`src/design/jsu_pkg.sv`:
```
package jsu_pkg;

  localparam int GRP_DEPTH = 4;
  localparam int CNT_W     = $clog2(GRP_DEPTH + 1);
  localparam int IDX_W     = $clog2(GRP_DEPTH);

  localparam logic [7:0] CH_QUOTE  = 8'h22;
  localparam logic [7:0] CH_BSLASH = 8'h5C;
  localparam logic [7:0] CH_SLASH  = 8'h2F;
  localparam logic [7:0] CH_B      = 8'h62;
  localparam logic [7:0] CH_F      = 8'h66;
  localparam logic [7:0] CH_N      = 8'h6E;
  localparam logic [7:0] CH_R      = 8'h72;
  localparam logic [7:0] CH_T      = 8'h74;
  localparam logic [7:0] CH_U      = 8'h75;

  localparam logic [7:0] CTL_BS = 8'h08;
  localparam logic [7:0] CTL_FF = 8'h0C;
  localparam logic [7:0] CTL_LF = 8'h0A;
  localparam logic [7:0] CTL_CR = 8'h0D;
  localparam logic [7:0] CTL_HT = 8'h09;

  typedef enum logic [4:0] {
    MODE_IDLE = 5'b00001,
    MODE_BODY = 5'b00010,
    MODE_ESC  = 5'b00100,
    MODE_HEX  = 5'b01000,
    MODE_DONE = 5'b10000
  } mode_t;

  typedef enum logic [1:0] {
    ST_BYTE  = 2'd0,
    ST_CLOSE = 2'd1,
    ST_ERROR = 2'd2
  } status_t;

  typedef struct packed {
    logic [7:0] data;
    status_t    status;
  } res_t;

  typedef struct packed {
    logic [CNT_W-1:0]       cnt;
    res_t [GRP_DEPTH-1:0]   res;
  } grp_t;

  // only the low 12 bits of the gathered code point feed later digits
  typedef struct packed {
    mode_t       mode;
    logic [1:0]  hex_cnt;
    logic [11:0] cp;
  } dec_state_t;

  typedef struct packed {
    logic       ok;
    logic [3:0] val;
  } hex_t;

  function automatic hex_t hex_val(input logic [7:0] c);
    hex_t h;
    h = '0;
    if (c >= 8'h30 && c <= 8'h39) begin
      h.ok  = 1'b1;
      h.val = c[3:0];
    end else if ((c >= 8'h61 && c <= 8'h66) || (c >= 8'h41 && c <= 8'h46)) begin
      h.ok  = 1'b1;
      h.val = c[3:0] + 4'd9;
    end
    return h;
  endfunction

  function automatic res_t mk_res(input logic [7:0] d, input status_t s);
    res_t r;
    r.data   = d;
    r.status = s;
    return r;
  endfunction

endpackage

```
`src/design/jsu_ifs.sv`:
```
interface jsu_in_if;
  logic       valid;
  logic       ready;
  logic [7:0] text_byte;
  logic       end_of_text;

  modport source (output valid, output text_byte, output end_of_text, input ready);
  modport sink   (input valid, input text_byte, input end_of_text, output ready);
endinterface

interface jsu_out_if;
  logic       valid;
  logic       ready;
  logic [7:0] out_byte;
  logic [1:0] status;
  logic       last;

  modport source (output valid, output out_byte, output status, output last, input ready);
  modport sink   (input valid, input out_byte, input status, input last, output ready);
endinterface

```
`src/design/jsu_dec.sv`:
```
module jsu_dec
  import jsu_pkg::*;
(
  input  dec_state_t cur,
  input  logic [7:0] text_byte,
  input  logic       end_of_text,
  output dec_state_t nxt,
  output grp_t       grp
);

  always_comb begin
    logic [CNT_W-1:0] n;
    hex_t             hv;
    logic [15:0]      cp16;

    nxt  = cur;
    grp  = '0;
    n    = '0;
    hv   = hex_val(text_byte);
    cp16 = {cur.cp, hv.val};

    case (cur.mode)
      MODE_IDLE: begin
        if (text_byte == CH_QUOTE) begin
          nxt.mode = MODE_BODY;
        end else begin
          grp.res[n[IDX_W-1:0]] = mk_res(8'h00, ST_ERROR);
          n = n + 1'b1;
          nxt.mode = MODE_DONE;
        end
      end
      MODE_BODY: begin
        if (text_byte == CH_QUOTE) begin
          grp.res[n[IDX_W-1:0]] = mk_res(8'h00, ST_CLOSE);
          n = n + 1'b1;
          nxt.mode = MODE_DONE;
        end else if (text_byte == CH_BSLASH) begin
          nxt.mode = MODE_ESC;
        end else begin
          grp.res[n[IDX_W-1:0]] = mk_res(text_byte, ST_BYTE);
          n = n + 1'b1;
        end
      end
      MODE_ESC: begin
        nxt.mode = MODE_BODY;
        case (text_byte)
          CH_QUOTE, CH_BSLASH, CH_SLASH: begin
            grp.res[n[IDX_W-1:0]] = mk_res(text_byte, ST_BYTE);
            n = n + 1'b1;
          end
          CH_B: begin
            grp.res[n[IDX_W-1:0]] = mk_res(CTL_BS, ST_BYTE);
            n = n + 1'b1;
          end
          CH_F: begin
            grp.res[n[IDX_W-1:0]] = mk_res(CTL_FF, ST_BYTE);
            n = n + 1'b1;
          end
          CH_N: begin
            grp.res[n[IDX_W-1:0]] = mk_res(CTL_LF, ST_BYTE);
            n = n + 1'b1;
          end
          CH_R: begin
            grp.res[n[IDX_W-1:0]] = mk_res(CTL_CR, ST_BYTE);
            n = n + 1'b1;
          end
          CH_T: begin
            grp.res[n[IDX_W-1:0]] = mk_res(CTL_HT, ST_BYTE);
            n = n + 1'b1;
          end
          CH_U: begin
            nxt.mode    = MODE_HEX;
            nxt.hex_cnt = '0;
            nxt.cp      = '0;
          end
          default: begin
            grp.res[n[IDX_W-1:0]] = mk_res(8'h00, ST_ERROR);
            n = n + 1'b1;
            nxt.mode = MODE_DONE;
          end
        endcase
      end
      MODE_HEX: begin
        if (!hv.ok) begin
          grp.res[n[IDX_W-1:0]] = mk_res(8'h00, ST_ERROR);
          n = n + 1'b1;
          nxt.mode = MODE_DONE;
        end else if (cur.hex_cnt == 2'd3) begin
          // UTF-8, one to three bytes
          if (cp16[15:7] == '0) begin
            grp.res[n[IDX_W-1:0]] = mk_res({1'b0, cp16[6:0]}, ST_BYTE);
            n = n + 1'b1;
          end else if (cp16[15:11] == '0) begin
            grp.res[n[IDX_W-1:0]] = mk_res({3'b110, cp16[10:6]}, ST_BYTE);
            n = n + 1'b1;
            grp.res[n[IDX_W-1:0]] = mk_res({2'b10, cp16[5:0]}, ST_BYTE);
            n = n + 1'b1;
          end else begin
            grp.res[n[IDX_W-1:0]] = mk_res({4'b1110, cp16[15:12]}, ST_BYTE);
            n = n + 1'b1;
            grp.res[n[IDX_W-1:0]] = mk_res({2'b10, cp16[11:6]}, ST_BYTE);
            n = n + 1'b1;
            grp.res[n[IDX_W-1:0]] = mk_res({2'b10, cp16[5:0]}, ST_BYTE);
            n = n + 1'b1;
          end
          nxt.mode    = MODE_BODY;
          nxt.hex_cnt = '0;
          nxt.cp      = '0;
        end else begin
          nxt.cp      = cp16[11:0];
          nxt.hex_cnt = cur.hex_cnt + 2'd1;
        end
      end
      default: begin
      end
    endcase

    if (end_of_text) begin
      if (nxt.mode inside {MODE_BODY, MODE_ESC, MODE_HEX}) begin
        grp.res[n[IDX_W-1:0]] = mk_res(8'h00, ST_ERROR);
        n = n + 1'b1;
      end
      nxt.mode    = MODE_IDLE;
      nxt.hex_cnt = '0;
      nxt.cp      = '0;
    end

    grp.cnt = n;
  end

endmodule

```
`src/design/json_string_unescape.sv`:
```
// channel | dir | fields                       | handshake
// in_chan | in  | text_byte[8], end_of_text    | valid/ready
// out_chan| out | out_byte[8], status[2], last | valid/ready
//
// One text byte decoded per cycle while in_chan.ready is high, into a group
// register of up to four words. The next byte is taken in the cycle the last
// word of the group leaves; bytes giving none, or one, stream at one per cycle
// when the output is ready. Synchronous active-low reset returns to idle with
// the output empty. Output stalls back-pressure the input through in_chan.ready.
module json_string_unescape
  import jsu_pkg::*;
(
  input  logic      clk,
  input  logic      rst_n,
  jsu_in_if.sink    in_chan,
  jsu_out_if.source out_chan
);

  dec_state_t        st_r, st_nxt;
  grp_t              grp_r, dec_grp;
  logic              grp_vld_r, grp_vld_nxt;
  logic [IDX_W-1:0]  idx_r, idx_nxt;
  logic              out_last, take, take_last, acc;

  jsu_dec u_dec (
    .cur         (st_r),
    .text_byte   (in_chan.text_byte),
    .end_of_text (in_chan.end_of_text),
    .nxt         (st_nxt),
    .grp         (dec_grp)
  );

  assign out_last  = ({1'b0, idx_r} == grp_r.cnt - 1'b1);
  assign take      = grp_vld_r && out_chan.ready;
  assign take_last = take && out_last;
  assign in_chan.ready = !grp_vld_r || take_last;
  assign acc       = in_chan.valid && in_chan.ready;

  assign out_chan.valid    = grp_vld_r;
  assign out_chan.out_byte = grp_r.res[idx_r].data;
  assign out_chan.status   = grp_r.res[idx_r].status;
  assign out_chan.last     = out_last;

  always_comb begin
    grp_vld_nxt = grp_vld_r;
    idx_nxt     = idx_r;
    if (acc && dec_grp.cnt != '0) begin
      grp_vld_nxt = 1'b1;
      idx_nxt     = '0;
    end else if (take_last) begin
      grp_vld_nxt = 1'b0;
      idx_nxt     = '0;
    end else if (take) begin
      idx_nxt = idx_r + 1'b1;
    end
  end

  always_ff @(posedge clk) begin
    if (!rst_n) begin
      st_r.mode    <= MODE_IDLE;
      st_r.hex_cnt <= '0;
      st_r.cp      <= '0;
      grp_vld_r    <= 1'b0;
      idx_r        <= '0;
    end else begin
      if (acc) begin
        st_r <= st_nxt;
      end
      grp_vld_r <= grp_vld_nxt;
      idx_r     <= idx_nxt;
    end
  end

  always_ff @(posedge clk) begin
    if (acc && dec_grp.cnt != '0) begin
      grp_r <= dec_grp;
    end
  end

endmodule

```
`src/flat_wrapper.sv`:
```
// flat-port wrapper written by rule: the top's interface ports become plain ports
module json_string_unescape_flat import jsu_pkg::*;
  (clk, rst_n, in_chan_valid, in_chan_text_byte, in_chan_end_of_text, in_chan_ready, out_chan_valid, out_chan_out_byte, out_chan_status, out_chan_last, out_chan_ready);
  jsu_in_if in_chan_i ();
  jsu_out_if out_chan_i ();
  input  logic clk;
  input  logic rst_n;
  input wire logic [$bits(in_chan_i.valid)-1:0] in_chan_valid;
  input wire logic [$bits(in_chan_i.text_byte)-1:0] in_chan_text_byte;
  input wire logic [$bits(in_chan_i.end_of_text)-1:0] in_chan_end_of_text;
  output wire logic [$bits(in_chan_i.ready)-1:0] in_chan_ready;
  output wire logic [$bits(out_chan_i.valid)-1:0] out_chan_valid;
  output wire logic [$bits(out_chan_i.out_byte)-1:0] out_chan_out_byte;
  output wire logic [$bits(out_chan_i.status)-1:0] out_chan_status;
  output wire logic [$bits(out_chan_i.last)-1:0] out_chan_last;
  input wire logic [$bits(out_chan_i.ready)-1:0] out_chan_ready;
  assign in_chan_i.valid = in_chan_valid;
  assign in_chan_i.text_byte = in_chan_text_byte;
  assign in_chan_i.end_of_text = in_chan_end_of_text;
  assign in_chan_ready = in_chan_i.ready;
  assign out_chan_valid = out_chan_i.valid;
  assign out_chan_out_byte = out_chan_i.out_byte;
  assign out_chan_status = out_chan_i.status;
  assign out_chan_last = out_chan_i.last;
  assign out_chan_i.ready = out_chan_ready;
  json_string_unescape u_core (.clk(clk), .rst_n(rst_n), .in_chan(in_chan_i), .out_chan(out_chan_i));
endmodule
```
`config.mk`:
```
export PLATFORM = sky130hd
export DESIGN_NAME = json_string_unescape_flat
export DESIGN_NICKNAME = d
export VERILOG_FILES = /design/src/design/jsu_pkg.sv /design/src/design/jsu_ifs.sv /design/src/design/jsu_dec.sv /design/src/design/json_string_unescape.sv /design/src/flat_wrapper.sv
export SDC_FILE = /design/constraint.sdc
export NUM_CORES = 1
export LEC_CHECK = 0
export ABC_AREA = 1
export BUFFER_PORTS_ARGS = -buffer_cell sky130_fd_sc_hd__buf_2
export CORE_MARGIN = 3
export CORE_UTILIZATION = 56
export CTS_CLUSTER_DIAMETER = 80
export DETAILED_ROUTE_END_ITERATION = 8
export PLACE_DENSITY_LB_ADDON = 0.15
export SETUP_SLACK_MARGIN = 0.02
export SYNTH_ARGS = -nofsm -noshare
export SYNTH_HDL_FRONTEND = slang
export SYNTH_SLANG_ARGS = --single-unit
```
`constraint.sdc`:
```
create_clock -name clk -period 9.1 [get_ports clk]
set_input_delay 1.82 -clock clk [delete_from_list [all_inputs] [get_ports clk]]
set_output_delay 1.82 -clock clk [all_outputs]
set_load 0.05 [all_outputs]
```
== Yosys cells after proc, flatten, opt, wreduce, memory -nomap -nowiden ==
Cells that the tools add are included.

* Input bits: 13
* Register bits: 65
* Logic and storage cells: 120
* Output and inout bits: 13

* Eq/ne operators: 20
* $add $sub $neg: 5
* Reduce and logical (&&, ||, !) cells: 22
* Bitwise operators: 4
* $lt $le $gt $ge: 9
* Multiplexer cells: 46

{| class="wikitable"
|+ Operators by type and width
! operator !! count
|-
| $mux W30 || 3
|-
| $mux W10 || 7
|-
| $pmux W10 S7 || 1
|-
| $mux W20 || 3
|-
| $eq A8 B7 Y1 const B || 7
|-
| $mux W14 || 3
|-
| $pmux W10 S4 || 1
|-
| $and A27 B36 Y36 || 1
|-
| $not A36 Y36 || 1
|-
| $mux W5 || 7
|-
| $pmux W14 S2 || 1
|-
| $bmux W10 S2 || 1
|-
| $demux W10 S2 || 1
|-
| $pmux W5 S4 || 1
|-
| $mux W19 || 1
|-
| $mux W18 || 1
|-
| $eq A8 B6 Y1 const B || 2
|-
| $ge A8 B7 Y1 const B || 2
|-
| $le A8 B7 Y1 const B || 2
|-
| $eq A5 B2 Y1 const B || 2
|-
| $eq A5 B3 Y1 const B || 2
|-
| $eq A5 B4 Y1 const B || 2
|-
| $pmux W5 S2 || 1
|-
| $logic_not A9 Y1 || 1
|-
| other kinds (29) || 52
|}

== Longest topological paths before layout ==
Gate-level depths: netlist (run 1).

* Depth after elaboration: 15
* Gate-level depth with buffers: 19
* Depth with buffers taken out: 19

== Hierarchy ==
From an unflattened synthesis (run 1), not the netlist that was laid out.

* Cell total of the unflattened synthesis: 617
* Area total of the unflattened synthesis: 4441.8 um^2

{| class="wikitable"
|+ By module, submodules not included
! module !! seq. area each (um^2) !! cells each !! area an instance (um^2) !! times used
|-
| json_string_unescape || 1731.7 || 261 || 2633.8 || 1
|-
| jsu_dec || 0.0 || 356 || 1808.0 || 1
|}

== Least setup slack after synthesis (run 1) ==
Ideal clock, no wire load.

* Path type: input-to-reg
* Start point: in in_chan_text_byte[0]
* End point: reg u_core.grp_r[0] (netlist name) (enable)
* Data required time: 8.715 ns
* Slack: 4.632 ns
* Setup time: 0.385 ns
* Stages on the path: 16
* Arrival time: 4.083 ns
* Path buffers: 0
* Path through: inv_1 -> ha_1 -> o21ai_2 -> nand2_1 -> nand2_2 -> nand2_2 -> nand2_2 -> nor2_1 -> inv_1 -> ha_1 -> inv_1 -> nand4_1 -> nand2_1 -> nand3_2 -> nand2_2 -> inv_1

* Longest elaborated chain between the ends: 13
* Elaborated cells on any way between the ends: 43
* Classes of those cells: add/sub: 1; order compare: 6; eq/ne: 12; mux: 16; reduce/logical: 8

{| class="wikitable"
|+ RTL lines
! what !! line !! text
|-
| start: declaration || flat_wrapper.sv:9 || <nowiki>input wire logic [$bits(in_chan_i.text_byte)-1:0] in_chan_text_byte;</nowiki>
|-
| $ge A8 B7 Y1 or $le A8 B7 Y1 (tied branches) || jsu_pkg.sv:65 || <nowiki>end else if ((c >= 8'h61 && c <= 8'h66) || (c >= 8'h41 && c <= 8'h46)) begin</nowiki>
|-
| $logic_and A1 B1 Y1 || jsu_pkg.sv:65 ||
|-
| $logic_or A1 B1 Y1 || jsu_pkg.sv:65 ||
|-
| $mux W5 || jsu_pkg.sv:65 ||
|-
| $mux W5 || jsu_pkg.sv:62 || <nowiki>if (c >= 8'h30 && c <= 8'h39) begin</nowiki>
|-
| $mux W5 || jsu_dec.sv:84 || <nowiki>if (!hv.ok) begin</nowiki>
|-
| $pmux W5 S4 || jsu_dec.sv:22 || <nowiki>case (cur.mode)</nowiki>
|-
| $eq A5 B2 Y1 (tied with other cells) || jsu_dec.sv:119 || <nowiki>if (nxt.mode inside {MODE_BODY, MODE_ESC, MODE_HEX}) begin</nowiki>
|-
| $reduce_bool A3 Y1 || jsu_dec.sv:119 ||
|-
| $mux W3 || jsu_dec.sv:119 ||
|-
| $mux W3 (*) || jsu_dec.sv:118 || <nowiki>if (end_of_text) begin</nowiki>
|-
| $reduce_bool A3 Y1 (*) || json_string_unescape.sv:75 || <nowiki>if (acc && dec_grp.cnt != '0) begin</nowiki>
|-
| $logic_and A1 B1 Y1 (*) || json_string_unescape.sv:75 ||
|-
| end signal: assignment || json_string_unescape.sv:76 || <nowiki>grp_r <= dec_grp;</nowiki>
|-
| end: declaration || json_string_unescape.sv:20 || <nowiki>grp_t grp_r, dec_grp;</nowiki>
|}

Every way passes the cells marked *; elsewhere a longest branch is shown, timed or not.
A chain may end at the register's enable or synchronous reset.

== Worst setup path in the final report (run 1) ==
* Start point: in in_chan_text_byte[0]
* End point: reg u_core.grp_r[14] (netlist name) (enable)

The elaborated chain is that of the path after synthesis.

==> impl_results.html, run 1 <==
<table>
<tr><th>Metric</th><th>Value</th></tr>
<tr><th colspan="2">Setup path</th></tr>
<tr><td>Cell chain of the critical path</td><td>buf_2 -&gt; inv_1 -&gt; ha_1 -&gt; o21ai_2 -&gt; nand2_1 -&gt; nand2_2 -&gt; nand2_2 -&gt; nand2_2 -&gt; nor2_1 -&gt; inv_1 -&gt; ha_1 -&gt; inv_1 -&gt; nand4_1 -&gt; nand2_1 -&gt; nand3_2 -&gt; nand2_2 -&gt; inv_1</td></tr>
<tr><td>Arrival time at the worst endpoint</td><td>4.75 ns</td></tr>
<tr><td>Register-to-register path setup slack</td><td>5.71 ns</td></tr>
<tr><td>Endpoint of the lowest-slack register-to-register path</td><td>u_core.grp_r[14]</td></tr>
<tr><td>Critical-path maximum fanout</td><td>30</td></tr>
<tr><td>Crit path largest cell delay</td><td>0.78 ns</td></tr>
<tr><td>Crit Path Category</td><td>primary input to register</td></tr>
<tr><td>Max stage delay cell, worst path</td><td>sky130_fd_sc_hd__inv_1</td></tr>
<tr><td>Critical path endpoint category</td><td>register</td></tr>
<tr><td>Required arrival time at the worst endpoint</td><td>9.02 ns</td></tr>
<tr><td>Critical register-to-register path startpoint</td><td>u_core.st_r[7]</td></tr>
<tr><td>CP Launch Type</td><td>primary input</td></tr>
<tr><td>Cell depth of the worst flop-to-flop path</td><td>14</td></tr>
<tr><th colspan="2">STA</th></tr>
<tr><td>RSZ-0062 raised after global routing</td><td>false</td></tr>
<tr><td>Maximum clock rate</td><td>0.207 GHz</td></tr>
<tr><td>Setup TNS</td><td>0 ns</td></tr>
<tr><td>Setup clock skew after layout</td><td>0.0121 ns</td></tr>
<tr><td>Final setup viols</td><td>0</td></tr>
<tr><td>Max transition margin</td><td>28.8%</td></tr>
<tr><td>Final Hold Vio Count</td><td>0</td></tr>
<tr><td>Final-report max-slew violation count</td><td>0</td></tr>
<tr><td>Tcrit/Tclk final</td><td>53.0%</td></tr>
<tr><td>Transition time of the tightest slew-check pin</td><td>1.07 ns</td></tr>
<tr><td>Hold Slack</td><td>0.490 ns</td></tr>
<tr><td>Final min period</td><td>4.82 ns</td></tr>
<tr><th colspan="2">Route</th></tr>
<tr><td>Wire length per cell after detailed routing</td><td>14.7 um</td></tr>
<tr><td>Post-detailed-routing wire length</td><td>8.31 mm</td></tr>
<tr><td>Final routed DRC violation total</td><td>0</td></tr>
<tr><td>Vias per inst</td><td>5.53</td></tr>
<tr><td>Violation count after the first detailed-routing iteration</td><td>327</td></tr>
<tr><td>Length of the first detailed-routing pass in iterations</td><td>5</td></tr>
<tr><td>Number of nets with antenna violations after routing</td><td>0</td></tr>
<tr><td>Vias after detailed routing</td><td>3125</td></tr>
<tr><th colspan="2">Placement</th></tr>
<tr><td>Port buffer count</td><td>25</td></tr>
<tr><td>GPL Wtd Cong</td><td>0.938</td></tr>
<tr><td>Detailed placer's ending HPWL</td><td>6.56 mm</td></tr>
<tr><td>Instance area after placement</td><td>3690 um^2</td></tr>
<tr><th colspan="2">Global routing</th></tr>
<tr><td>Wire length of the first global-routing pass</td><td>14.1 mm</td></tr>
<tr><td>Overall global routing resource usage</td><td>24.0%</td></tr>
<tr><td>Initial antenna violation count</td><td>0</td></tr>
<tr><td>Via count of the first global-routing pass</td><td>2890</td></tr>
<tr><td>GRT overflow</td><td>0</td></tr>
<tr><td>Maximum number of pins on one net before global-route repair</td><td>31</td></tr>
<tr><th colspan="2">Die</th></tr>
<tr><td>Horizontal die dimension</td><td>85.4 um</td></tr>
<tr><td>Area of the die</td><td>7300 um^2</td></tr>
<tr><td>Starting density of the core</td><td>58.6%</td></tr>
<tr><td>Number of core rows</td><td>28</td></tr>
<tr><td>Die span in y</td><td>85.4 um</td></tr>
<tr><td>Number of top-level pins</td><td>26</td></tr>
<tr><td>Total core area</td><td>6030 um^2</td></tr>
<tr><th colspan="2">Layout</th></tr>
<tr><td>Most frequent cells in the layout</td><td>sky130_fd_sc_hd__nand2_1, sky130_fd_sc_hd__nor2_1, sky130_fd_sc_hd__inv_1</td></tr>
<tr><td>Ratio of cells with drive above 1 in the final layout</td><td>18.4%</td></tr>
<tr><td>Net count, final</td><td>513</td></tr>
<tr><td>Antenna cells</td><td>0</td></tr>
<tr><td>Fill cell total of the finished layout</td><td>570</td></tr>
<tr><td>Area grow syn2layout</td><td>7.05%</td></tr>
<tr><td>Most common library cell in the layout ignoring fill and taps</td><td>sky130_fd_sc_hd__nand2_1</td></tr>
<tr><td>Utilization after layout</td><td>62.7%</td></tr>
<tr><td>Area of all placed cells without fillers</td><td>3780 um^2</td></tr>
<tr><th colspan="2">Clock network</th></tr>
<tr><td>Resize count post-CTS</td><td>0</td></tr>
<tr><td>Clock root cell</td><td>sky130_fd_sc_hd__clkbuf_8</td></tr>
<tr><td>H-tree depth</td><td>2</td></tr>
<tr><td>Later-pin clock latency in the skew report</td><td>0.31 ns</td></tr>
<tr><td>Cts-stage hold buffer count</td><td>0</td></tr>
<tr><td>Clock tree buffer depth</td><td>2</td></tr>
<tr><td>Post CTS Setup Buffer Count</td><td>0</td></tr>
<tr><td>TritonCTS clock tree</td><td>done</td></tr>
<tr><td>CTS Buf Count</td><td>5</td></tr>
<tr><td>Sinks on the clock net</td><td>52</td></tr>
<tr><td>Clk slew on worst S/H paths</td><td>0.09 ns</td></tr>
<tr><th colspan="2">Logic synthesis</th></tr>
<tr><td>Top cells by area in the synthesized netlist</td><td>sky130_fd_sc_hd__edfxtp_1, sky130_fd_sc_hd__dfxtp_1, sky130_fd_sc_hd__nand2_1, sky130_fd_sc_hd__nor2_1, sky130_fd_sc_hd__inv_1</td></tr>
<tr><td>Synth async-reset ratio</td><td>0%</td></tr>
<tr><td>Biggest area consumer among synthesized cells</td><td>sky130_fd_sc_hd__edfxtp_1</td></tr>
<tr><td>Most used flip-flop cell after synthesis</td><td>sky130_fd_sc_hd__edfxtp_1</td></tr>
<tr><td>Count of synthesis-stage warnings from yosys</td><td>0</td></tr>
<tr><td>Number of distinct standard cells referenced by the synthesized netlist</td><td>43</td></tr>
<tr><td>Gate Count Post-Synth</td><td>468</td></tr>
<tr><td>Syn_nets</td><td>492</td></tr>
<tr><td>Number of flops mapped to enable cells by yosys</td><td>30</td></tr>
<tr><td>Share of Yosys cell area claimed by the top area cell type</td><td>25.5%</td></tr>
<tr><td>Avg Cell Area, Syn</td><td>7.55 um^2</td></tr>
<tr><td>Post-synthesis sequential element count</td><td>52</td></tr>
<tr><td>Share of the yosys chip area belonging to registers</td><td>38.0%</td></tr>
<tr><td>Netlist area before placement</td><td>3530 um^2</td></tr>
<tr><th colspan="2">Pwr</th></tr>
<tr><td>P per Cell Area</td><td>147 nW/um^2</td></tr>
<tr><td>Leakage power of the design</td><td>0.00172 uW</td></tr>
<tr><td>Maximum ir drop on the vdd rail</td><td>0.0927 mV</td></tr>
<tr><td>Total Power</td><td>556 uW</td></tr>
<tr><th colspan="2">Min path</th></tr>
<tr><td>Hold path startpoint</td><td>u_core.st_r[9]</td></tr>
<tr><td>Min-delay worst type</td><td>register to register</td></tr>
<tr><td>Hold path endpoint</td><td>u_core.st_r[9]</td></tr>
<tr><td>Number of cells on the worst hold path</td><td>2</td></tr>
<tr><th colspan="2">Status</th></tr>
<tr><td>Result of the run</td><td>complete, no violations</td></tr>
<tr><th colspan="2">Run</th></tr>
<tr><td>Max Cap Viol</td><td>0</td></tr>
</table>
## per-layer routing
metal	track usage, %	wire length [um]
met3	2.72	345
met2	38.7	3930
met5	0	0
met4	7.63	199
met1	33.7	3840
## cells by family after synthesis
family	synth area share, %
xor+xnor	1.49
buf+inv	9.74
compound gates	15.2
flops	38.0
simple gates	31.7
fa+ha+maj	3.90
## report_power, final
group / internal (uW) / leakage [uW] / total, uW / switching [uW]
Combinational: 39.5 / 0.00120 / 148 / 109
Sequential: 271 / 0.000473 / 280 / 9.47
Clock: 53.7 / 0.0000479 / 127 / 73.4
Total: 364 / 0.00172 / 556 / 192
## worst max-delay path by stage
| stage | slack, ns | startpoint | cells after the start | endpoint |
|---|---|---|---|---|
| floorplan | 4.63 | in_chan_text_byte[0] | 16 | u_core.grp_r[0] |
| global placement | 4.12 | in_chan_text_byte[0] | 17 | u_core.grp_r[24] |
| detailed placement | 4.00 | in_chan_text_byte[0] | 17 | u_core.grp_r[0] |
| CTS | 4.32 | in_chan_text_byte[0] | 17 | u_core.grp_r[0] |
| global route | 3.94 | in_chan_text_byte[0] | 17 | u_core.grp_r[9] |
| finish | 4.28 | in_chan_text_byte[0] | 17 | u_core.grp_r[14] |
## final cells by class
class / count / area, um^2 / area share, %
Sequential cell: 52 / 1340 / 35.5
Clock buffer: 5 / 68.8 / 1.82
Multi-Input combinational cell: 334 / 1850 / 48.8
Inverter: 70 / 279 / 7.38
Tap cell: 75 / 93.8 / 2.48
Clock inverter: 3 / 18.8 / 0.496
Timing Repair Buffer: 26 / 133 / 3.51
## state kept, by name, summed over array words and instances (netlist names)
| name | cells |
|---|---|
| u_core.st_r | 19 |
| u_core.grp_r | 30 |
| u_core.idx_r | 2 |
| u_core.out_chan.valid | 1 |
## per-stage QoR
stage | setup WS [ns] | cells
3_3_place_gp | 4.12 | 557
6_report | 4.28 | 565
3_5_place_dp | 4.00 | 557
4_1_cts | 4.32 | 565
5_1_grt | 3.94 | 565
2_1_floorplan | 4.63 | 468
## worst max-delay path: cells and delay by family
kind                       cells  cell delay, ns
buffers and inverters          5            1.30
and+or+nand+nor                9            0.99
adders and majority gates      2            0.54
AOI/OAI and AO/OA              1            0.07
## cells in the mapped netlist, types with 2 or more instances
cell type                  number
sky130_fd_sc_hd__nand3b_1       2
sky130_fd_sc_hd__o31ai_1        7
sky130_fd_sc_hd__nor2_1        70
sky130_fd_sc_hd__a22oi_1        2
sky130_fd_sc_hd__xnor2_1        3
sky130_fd_sc_hd__a211oi_1      15
sky130_fd_sc_hd__nand2_2       14
sky130_fd_sc_hd__o21ai_2        4
sky130_fd_sc_hd__edfxtp_1      30
sky130_fd_sc_hd__nor2_2         8
sky130_fd_sc_hd__inv_2          9
sky130_fd_sc_hd__inv_1         58
sky130_fd_sc_hd__clkbuf_1       7
sky130_fd_sc_hd__o21ai_0       15
sky130_fd_sc_hd__buf_4          3
sky130_fd_sc_hd__o22ai_1        5
sky130_fd_sc_hd__ha_1          11
sky130_fd_sc_hd__dfxtp_1       22
sky130_fd_sc_hd__a21oi_1       27
sky130_fd_sc_hd__a21oi_2        2
sky130_fd_sc_hd__nor2_4         5
sky130_fd_sc_hd__nand3_4        2
sky130_fd_sc_hd__nand2_4        3
sky130_fd_sc_hd__nand4_1        8
sky130_fd_sc_hd__xor2_1         3
sky130_fd_sc_hd__nand2_1       88
sky130_fd_sc_hd__nor3_1         3
sky130_fd_sc_hd__o21ai_1        2
sky130_fd_sc_hd__nand3_1       21
sky130_fd_sc_hd__nand3_2        6
(Power assumes the default switching activity.)
==> run 2, diff against run 1 <==
--- a/config.mk
+++ b/config.mk
@@ -5,10 +5,10 @@
 export SDC_FILE = /design/constraint.sdc
 export NUM_CORES = 1
 export LEC_CHECK = 0
-export ABC_AREA = 1
+export ABC_AREA = 0
 export BUFFER_PORTS_ARGS = -buffer_cell sky130_fd_sc_hd__buf_2
 export CORE_MARGIN = 3
-export CORE_UTILIZATION = 56
+export CORE_UTILIZATION = 55
 export CTS_CLUSTER_DIAMETER = 80
 export DETAILED_ROUTE_END_ITERATION = 8
 export PLACE_DENSITY_LB_ADDON = 0.15
==> constraint.sdc (replaced) <==
create_clock -name clk -period 4.39 [get_ports clk]
set_input_delay 0.878 -clock clk [delete_from_list [all_inputs] [get_ports clk]]
set_output_delay 0.878 -clock clk [all_outputs]
set_load 0.05 [all_outputs]
==> run 2 against run 1 <==
Against the previous run: cell count fell by 15%; count of clock-buffer cells in the layout did not move; highest routed layer unchanged; clock power rose to 2.6 times the previous value; final area fell by 0.17%; largest cell class unchanged; combinational power rose to 2.8 times the previous value; register-to-register slack got worse by 4.8 ns.
==> impl_results.html, run 2 <==
<table>
<tr><th>Metric</th><th>Value</th></tr>
<tr><th colspan="2">Setup path</th></tr>
<tr><td>Critical path endpoint category</td><td>register (unchanged)</td></tr>
<tr><td>Cell depth of the worst flop-to-flop path</td><td>9 (was 14)</td></tr>
<tr><td>Max stage delay cell, worst path</td><td>sky130_fd_sc_hd__or4b_2 (was sky130_fd_sc_hd__inv_1)</td></tr>
<tr><td>CP Launch Type</td><td>primary input (unchanged)</td></tr>
<tr><td>Arrival time at the worst endpoint</td><td>4.00 ns (was 4.75 ns)</td></tr>
<tr><td>Critical-path maximum fanout</td><td>30 (unchanged)</td></tr>
<tr><td>Crit Path Category</td><td>primary input to register (unchanged)</td></tr>
<tr><td>Critical register-to-register path startpoint</td><td>u_core.st_r[14] (was u_core.st_r[7])</td></tr>
<tr><td>Crit path largest cell delay</td><td>0.66 ns (was 0.78 ns)</td></tr>
<tr><td>Endpoint of the lowest-slack register-to-register path</td><td>u_core.grp_r[4] (was u_core.grp_r[14])</td></tr>
<tr><td>Register-to-register path setup slack</td><td>0.93 ns (was 5.71 ns)</td></tr>
<tr><td>Cell chain of the critical path</td><td>buf_2 -&gt; inv_1 -&gt; ha_1 -&gt; or4b_2 -&gt; o2111ai_1 -&gt; o2bb2ai_1 -&gt; o41ai_2 -&gt; o21ai_0 -&gt; a211oi_4 -&gt; buf_4 -&gt; a22oi_1 (was buf_2 -&gt; inv_1 -&gt; ha_1 -&gt; o21ai_2 -&gt; nand2_1 -&gt; nand2_2 -&gt; nand2_2 -&gt; nand2_2 -&gt; nor2_1 -&gt; inv_1 -&gt; ha_1 -&gt; inv_1 -&gt; nand4_1 -&gt; nand2_1 -&gt; nand3_2 -&gt; nand2_2 -&gt; inv_1)</td></tr>
<tr><td>Required arrival time at the worst endpoint</td><td>4.43 ns (was 9.02 ns)</td></tr>
<tr><th colspan="2">Global routing</th></tr>
<tr><td>Maximum number of pins on one net before global-route repair</td><td>31 (unchanged)</td></tr>
<tr><td>Via count of the first global-routing pass</td><td>2874 (was 2890)</td></tr>
<tr><td>GRT overflow</td><td>0 (unchanged)</td></tr>
<tr><td>Initial antenna violation count</td><td>0 (unchanged)</td></tr>
<tr><td>Wire length of the first global-routing pass</td><td>14.1 mm (about the same)</td></tr>
<tr><td>Overall global routing resource usage</td><td>23.9% (was 24.0%)</td></tr>
<tr><th colspan="2">Status</th></tr>
<tr><td>Result of the run</td><td>complete, no violations (unchanged)</td></tr>
<tr><th colspan="2">STA</th></tr>
<tr><td>Transition time of the tightest slew-check pin</td><td>1.12 ns (was 1.07 ns)</td></tr>
<tr><td>Final-report max-slew violation count</td><td>0 (unchanged)</td></tr>
<tr><td>Max transition margin</td><td>25.3% (was 28.8%)</td></tr>
<tr><td>Final setup viols</td><td>0 (unchanged)</td></tr>
<tr><td>Tcrit/Tclk final</td><td>90.2%</td></tr>
<tr><td>Setup TNS</td><td>0 ns (unchanged)</td></tr>
<tr><td>Final min period</td><td>3.96 ns</td></tr>
<tr><td>Maximum clock rate</td><td>0.253 GHz</td></tr>
<tr><td>Setup clock skew after layout</td><td>0.00656 ns (was 0.0121 ns)</td></tr>
<tr><td>Final Hold Vio Count</td><td>0 (unchanged)</td></tr>
<tr><td>RSZ-0062 raised after global routing</td><td>false (unchanged)</td></tr>
<tr><th colspan="2">Logic synthesis</th></tr>
<tr><td>Most instantiated library cell after synthesis</td><td>sky130_fd_sc_hd__a21oi_1 (was sky130_fd_sc_hd__nand2_1)</td></tr>
<tr><td>Number of distinct standard cells referenced by the synthesized netlist</td><td>68 (was 43)</td></tr>
<tr><td>Most used flip-flop cell after synthesis</td><td>sky130_fd_sc_hd__edfxtp_1 (unchanged)</td></tr>
<tr><td>Post-synthesis sequential element count</td><td>52 (unchanged)</td></tr>
<tr><td>Top cell types by occurrence after synthesis</td><td>sky130_fd_sc_hd__a21oi_1, sky130_fd_sc_hd__nand2_1, sky130_fd_sc_hd__edfxtp_1, sky130_fd_sc_hd__nor2_1, sky130_fd_sc_hd__o21ai_0 (was sky130_fd_sc_hd__nand2_1, sky130_fd_sc_hd__nor2_1, sky130_fd_sc_hd__inv_1, sky130_fd_sc_hd__edfxtp_1, sky130_fd_sc_hd__a21oi_1)</td></tr>
<tr><td>Synth async-reset ratio</td><td>0% (unchanged)</td></tr>
<tr><td>Share of Yosys cell area claimed by the top area cell type</td><td>26.3% (was 25.5%)</td></tr>
<tr><td>Avg Cell Area, Syn</td><td>9.00 um^2 (was 7.55 um^2)</td></tr>
<tr><td>Top cells by area in the synthesized netlist</td><td>sky130_fd_sc_hd__edfxtp_1, sky130_fd_sc_hd__dfxtp_1, sky130_fd_sc_hd__a21oi_1, sky130_fd_sc_hd__a211oi_1, sky130_fd_sc_hd__ha_1 (was sky130_fd_sc_hd__edfxtp_1, sky130_fd_sc_hd__dfxtp_1, sky130_fd_sc_hd__nand2_1, sky130_fd_sc_hd__nor2_1, sky130_fd_sc_hd__inv_1)</td></tr>
<tr><td>Share of the yosys chip area belonging to registers</td><td>39.2% (was 38.0%)</td></tr>
<tr><td>Gate Count Post-Synth</td><td>380 (was 468)</td></tr>
<tr><td>Netlist area before placement</td><td>3420 um^2 (was 3530 um^2)</td></tr>
<tr><td>Number of flops mapped to enable cells by yosys</td><td>30 (unchanged)</td></tr>
<tr><td>Syn_nets</td><td>404 (was 492)</td></tr>
<tr><td>Count of synthesis-stage warnings from yosys</td><td>0 (unchanged)</td></tr>
<tr><td>Biggest area consumer among synthesized cells</td><td>sky130_fd_sc_hd__edfxtp_1 (unchanged)</td></tr>
<tr><th colspan="2">Placement</th></tr>
<tr><td>GPL Wtd Cong</td><td>0.976 (was 0.938)</td></tr>
<tr><td>Instance area after placement</td><td>3650 um^2 (was 3690 um^2)</td></tr>
<tr><td>Port buffer count</td><td>25 (unchanged)</td></tr>
<tr><td>Detailed placer's ending HPWL</td><td>6.29 mm (was 6.56 mm)</td></tr>
<tr><th colspan="2">Die</th></tr>
<tr><td>Area of the die</td><td>7200 um^2 (was 7300 um^2)</td></tr>
<tr><td>Die span in y</td><td>84.9 um (was 85.4 um)</td></tr>
<tr><td>Total core area</td><td>5960 um^2 (was 6030 um^2)</td></tr>
<tr><td>Number of core rows</td><td>28 (unchanged)</td></tr>
<tr><td>Horizontal die dimension</td><td>84.9 um (was 85.4 um)</td></tr>
<tr><td>Starting density of the core</td><td>57.4% (was 58.6%)</td></tr>
<tr><td>Number of top-level pins</td><td>26 (unchanged)</td></tr>
<tr><th colspan="2">Clock network</th></tr>
<tr><td>Resize count post-CTS</td><td>0 (unchanged)</td></tr>
<tr><td>Cts-stage hold buffer count</td><td>0 (unchanged)</td></tr>
<tr><td>Clk slew on worst S/H paths</td><td>0.09 ns (about the same)</td></tr>
<tr><td>Clock tree buffer depth</td><td>2 (unchanged)</td></tr>
<tr><td>CTS Buf Count</td><td>5 (unchanged)</td></tr>
<tr><td>TritonCTS clock tree</td><td>done (unchanged)</td></tr>
<tr><td>Sinks on the clock net</td><td>52 (unchanged)</td></tr>
<tr><td>Post CTS Setup Buffer Count</td><td>0 (unchanged)</td></tr>
<tr><td>Later-pin clock latency in the skew report</td><td>0.30 ns (was 0.31 ns)</td></tr>
<tr><td>Clock root cell</td><td>sky130_fd_sc_hd__clkbuf_8 (unchanged)</td></tr>
<tr><td>H-tree depth</td><td>2 (unchanged)</td></tr>
<tr><th colspan="2">Route</th></tr>
<tr><td>Wire length per cell after detailed routing</td><td>17.2 um (was 14.7 um)</td></tr>
<tr><td>Vias after detailed routing</td><td>3000 (was 3125)</td></tr>
<tr><td>Vias per inst</td><td>6.26 (was 5.53)</td></tr>
<tr><td>Length of the first detailed-routing pass in iterations</td><td>5 (unchanged)</td></tr>
<tr><td>Final routed DRC violation total</td><td>0 (unchanged)</td></tr>
<tr><td>Number of nets with antenna violations after routing</td><td>0 (unchanged)</td></tr>
<tr><td>Violation count after the first detailed-routing iteration</td><td>220 (was 327)</td></tr>
<tr><td>Post-detailed-routing wire length</td><td>8.23 mm (was 8.31 mm)</td></tr>
<tr><th colspan="2">Layout</th></tr>
<tr><td>Top register by number of flip-flops</td><td>u_core.grp_r (unchanged)</td></tr>
<tr><td>Leading registers by flop count</td><td>u_core.grp_r x30, u_core.st_r x19, u_core.idx_r x2 (unchanged)</td></tr>
<tr><td>Net count, final</td><td>427 (was 513)</td></tr>
<tr><td>Most common library cell in the layout ignoring fill and taps</td><td>sky130_fd_sc_hd__a21oi_1 (was sky130_fd_sc_hd__nand2_1)</td></tr>
<tr><td>Ratio of cells with drive above 1 in the final layout</td><td>15.6% (was 18.4%)</td></tr>
<tr><td>Area grow syn2layout</td><td>10.4% (was 7.05%)</td></tr>
<tr><td>Area of all placed cells without fillers</td><td>3770 um^2 (was 3780 um^2)</td></tr>
<tr><td>Antenna cells</td><td>0 (unchanged)</td></tr>
<tr><td>Most frequent cells in the layout</td><td>sky130_fd_sc_hd__a21oi_1, sky130_fd_sc_hd__nand2_1, sky130_fd_sc_hd__edfxtp_1 (was sky130_fd_sc_hd__nand2_1, sky130_fd_sc_hd__nor2_1, sky130_fd_sc_hd__inv_1)</td></tr>
<tr><td>Number of flip-flops in the largest register</td><td>30 (unchanged)</td></tr>
<tr><th colspan="2">Min path</th></tr>
<tr><td>Number of cells on the worst hold path</td><td>2 (unchanged)</td></tr>
<tr><td>Hold path startpoint</td><td>u_core.st_r[9] (unchanged)</td></tr>
<tr><td>Hold path endpoint</td><td>u_core.st_r[9] (unchanged)</td></tr>
<tr><td>Min-delay worst type</td><td>register to register (unchanged)</td></tr>
<tr><th colspan="2">Pwr</th></tr>
<tr><td>P per Cell Area</td><td>357 nW/um^2 (was 147 nW/um^2)</td></tr>
<tr><td>Share of power burned in registers</td><td>44.4% (was 50.4%)</td></tr>
<tr><td>Internal Pwr Total</td><td>882 uW (was 364 uW)</td></tr>
<tr><td>Switching power share of the total</td><td>34.6% (was 34.5%)</td></tr>
<tr><td>Total Power</td><td>1350 uW (was 556 uW)</td></tr>
<tr><td>Psw</td><td>467 uW (was 192 uW)</td></tr>
<tr><td>Clk pwr share</td><td>24.9% (was 22.9%)</td></tr>
<tr><td>Maximum ir drop on the vdd rail</td><td>0.194 mV (was 0.0927 mV)</td></tr>
<tr><td>Combinational fraction of design power</td><td>30.8% (was 26.7%)</td></tr>
<tr><td>Leakage power of the design</td><td>0.00132 uW (was 0.00172 uW)</td></tr>
<tr><th colspan="2">Run</th></tr>
<tr><td>Max Cap Viol</td><td>0 (unchanged)</td></tr>
</table>
[run 2: changes by cell type in the layout (fill, tap and decap cells not counted), sizes merged, moves of 8 or more]
cell / previous run / this run
nand3: 29 / 14
a211oi: 15 / 23
nor3: 3 / 17
nand4: 8 / 0
nand2: 105 / 31
nor2: 83 / 24
inv: 68 / 17
buf: 26 / 37
mux2i: 0 / 8
[run 2: kinds of logic (layout without fill, tap and decap cells)]
family	after synthesis	count (layout)	synth area share [%]
fa+ha+maj	11	11	4.02
compound gates	136	136	27.6
xor+xnor	7	7	1.79
simple gates	125	125	19.0
buf+inv	38	62	4.75
flops	52	52	39.2
mux	11	11	3.66
[run 2: area by class of cell]
cell class / count / area (um^2)
clock buffer: 5 / 68.8
clock inverter: 3 / 46.3
fill: 512 / 2180
inverter: 17 / 63.8
multi-input combinational: 290 / 1930
sequential: 52 / 1340
tap: 75 / 93.8
timing repair buffer: 37 / 228
[run 2: power groups by stage]
| stage | sequential (uW) | clock [uW] | combinational, uW |
|---|---|---|---|
| 3_5_place_dp | 611 | 0 | 411 |
| 5_1_grt | 605 | 366 | 450 |
| 4_1_cts | 599 | 344 | 413 |
| 2_1_floorplan | 609 | 0 | 305 |
| 6_report | 599 | 335 | 415 |
| 3_3_place_gp | 608 | 0 | 403 |
[run 2: worst max-delay path by stage]
| stage | startpoint | to | slack (ns) | depth (start not counted) |
|---|---|---|---|---|
| final | in_chan_text_byte[0] | u_core.grp_r[2] | 0.43 | 11 |
| after global routing | in_chan_text_byte[0] | u_core.grp_r[6] | 0.21 | 11 |
| after CTS | in_chan_text_byte[0] | u_core.grp_r[17] | 0.30 | 11 |
| after detailed placement | in_chan_text_byte[0] | u_core.grp_r[17] | -0.03 | 11 |
| after global placement | in_chan_text_byte[0] | u_core.grp_r[17] | 0.05 | 11 |
| after floorplan | in_chan_text_byte[4] | u_core.grp_r[0] | 0.17 | 8 |
[run 2: metal layers]
layer  GRT usage (%)  routed length [um]  up-vias
met4            6.04                 119        0
met5               0                   0        -
li1                -                   -     1491
met2            40.3                3940       95
met1            33.1                3730     1397
met3            2.52                 443       17
[run 2: stage by stage]
step / instances / setup slack (ns) / hold slack, ns / utilization, %
final: 479 / 0.430 / 0.493 / 63.4
after global routing: 479 / 0.213 / 0.523 / 63.4
after CTS: 479 / 0.299 / 0.488 / 63.3
after detailed placement: 471 / -0.0277 / 0.475 / 61.3
after global placement: 471 / 0.0527 / 0.470 / 61.3
after floorplan: 380 / 0.172 / 0.442 / -
[run 2: critical path, delay by kind of cell]
family | cells | cell delay (ns)
compound gates | 6 | 1.63
fa+ha+maj | 1 | 0.22
buf+inv | 3 | 0.60
simple gates | 1 | 0.66
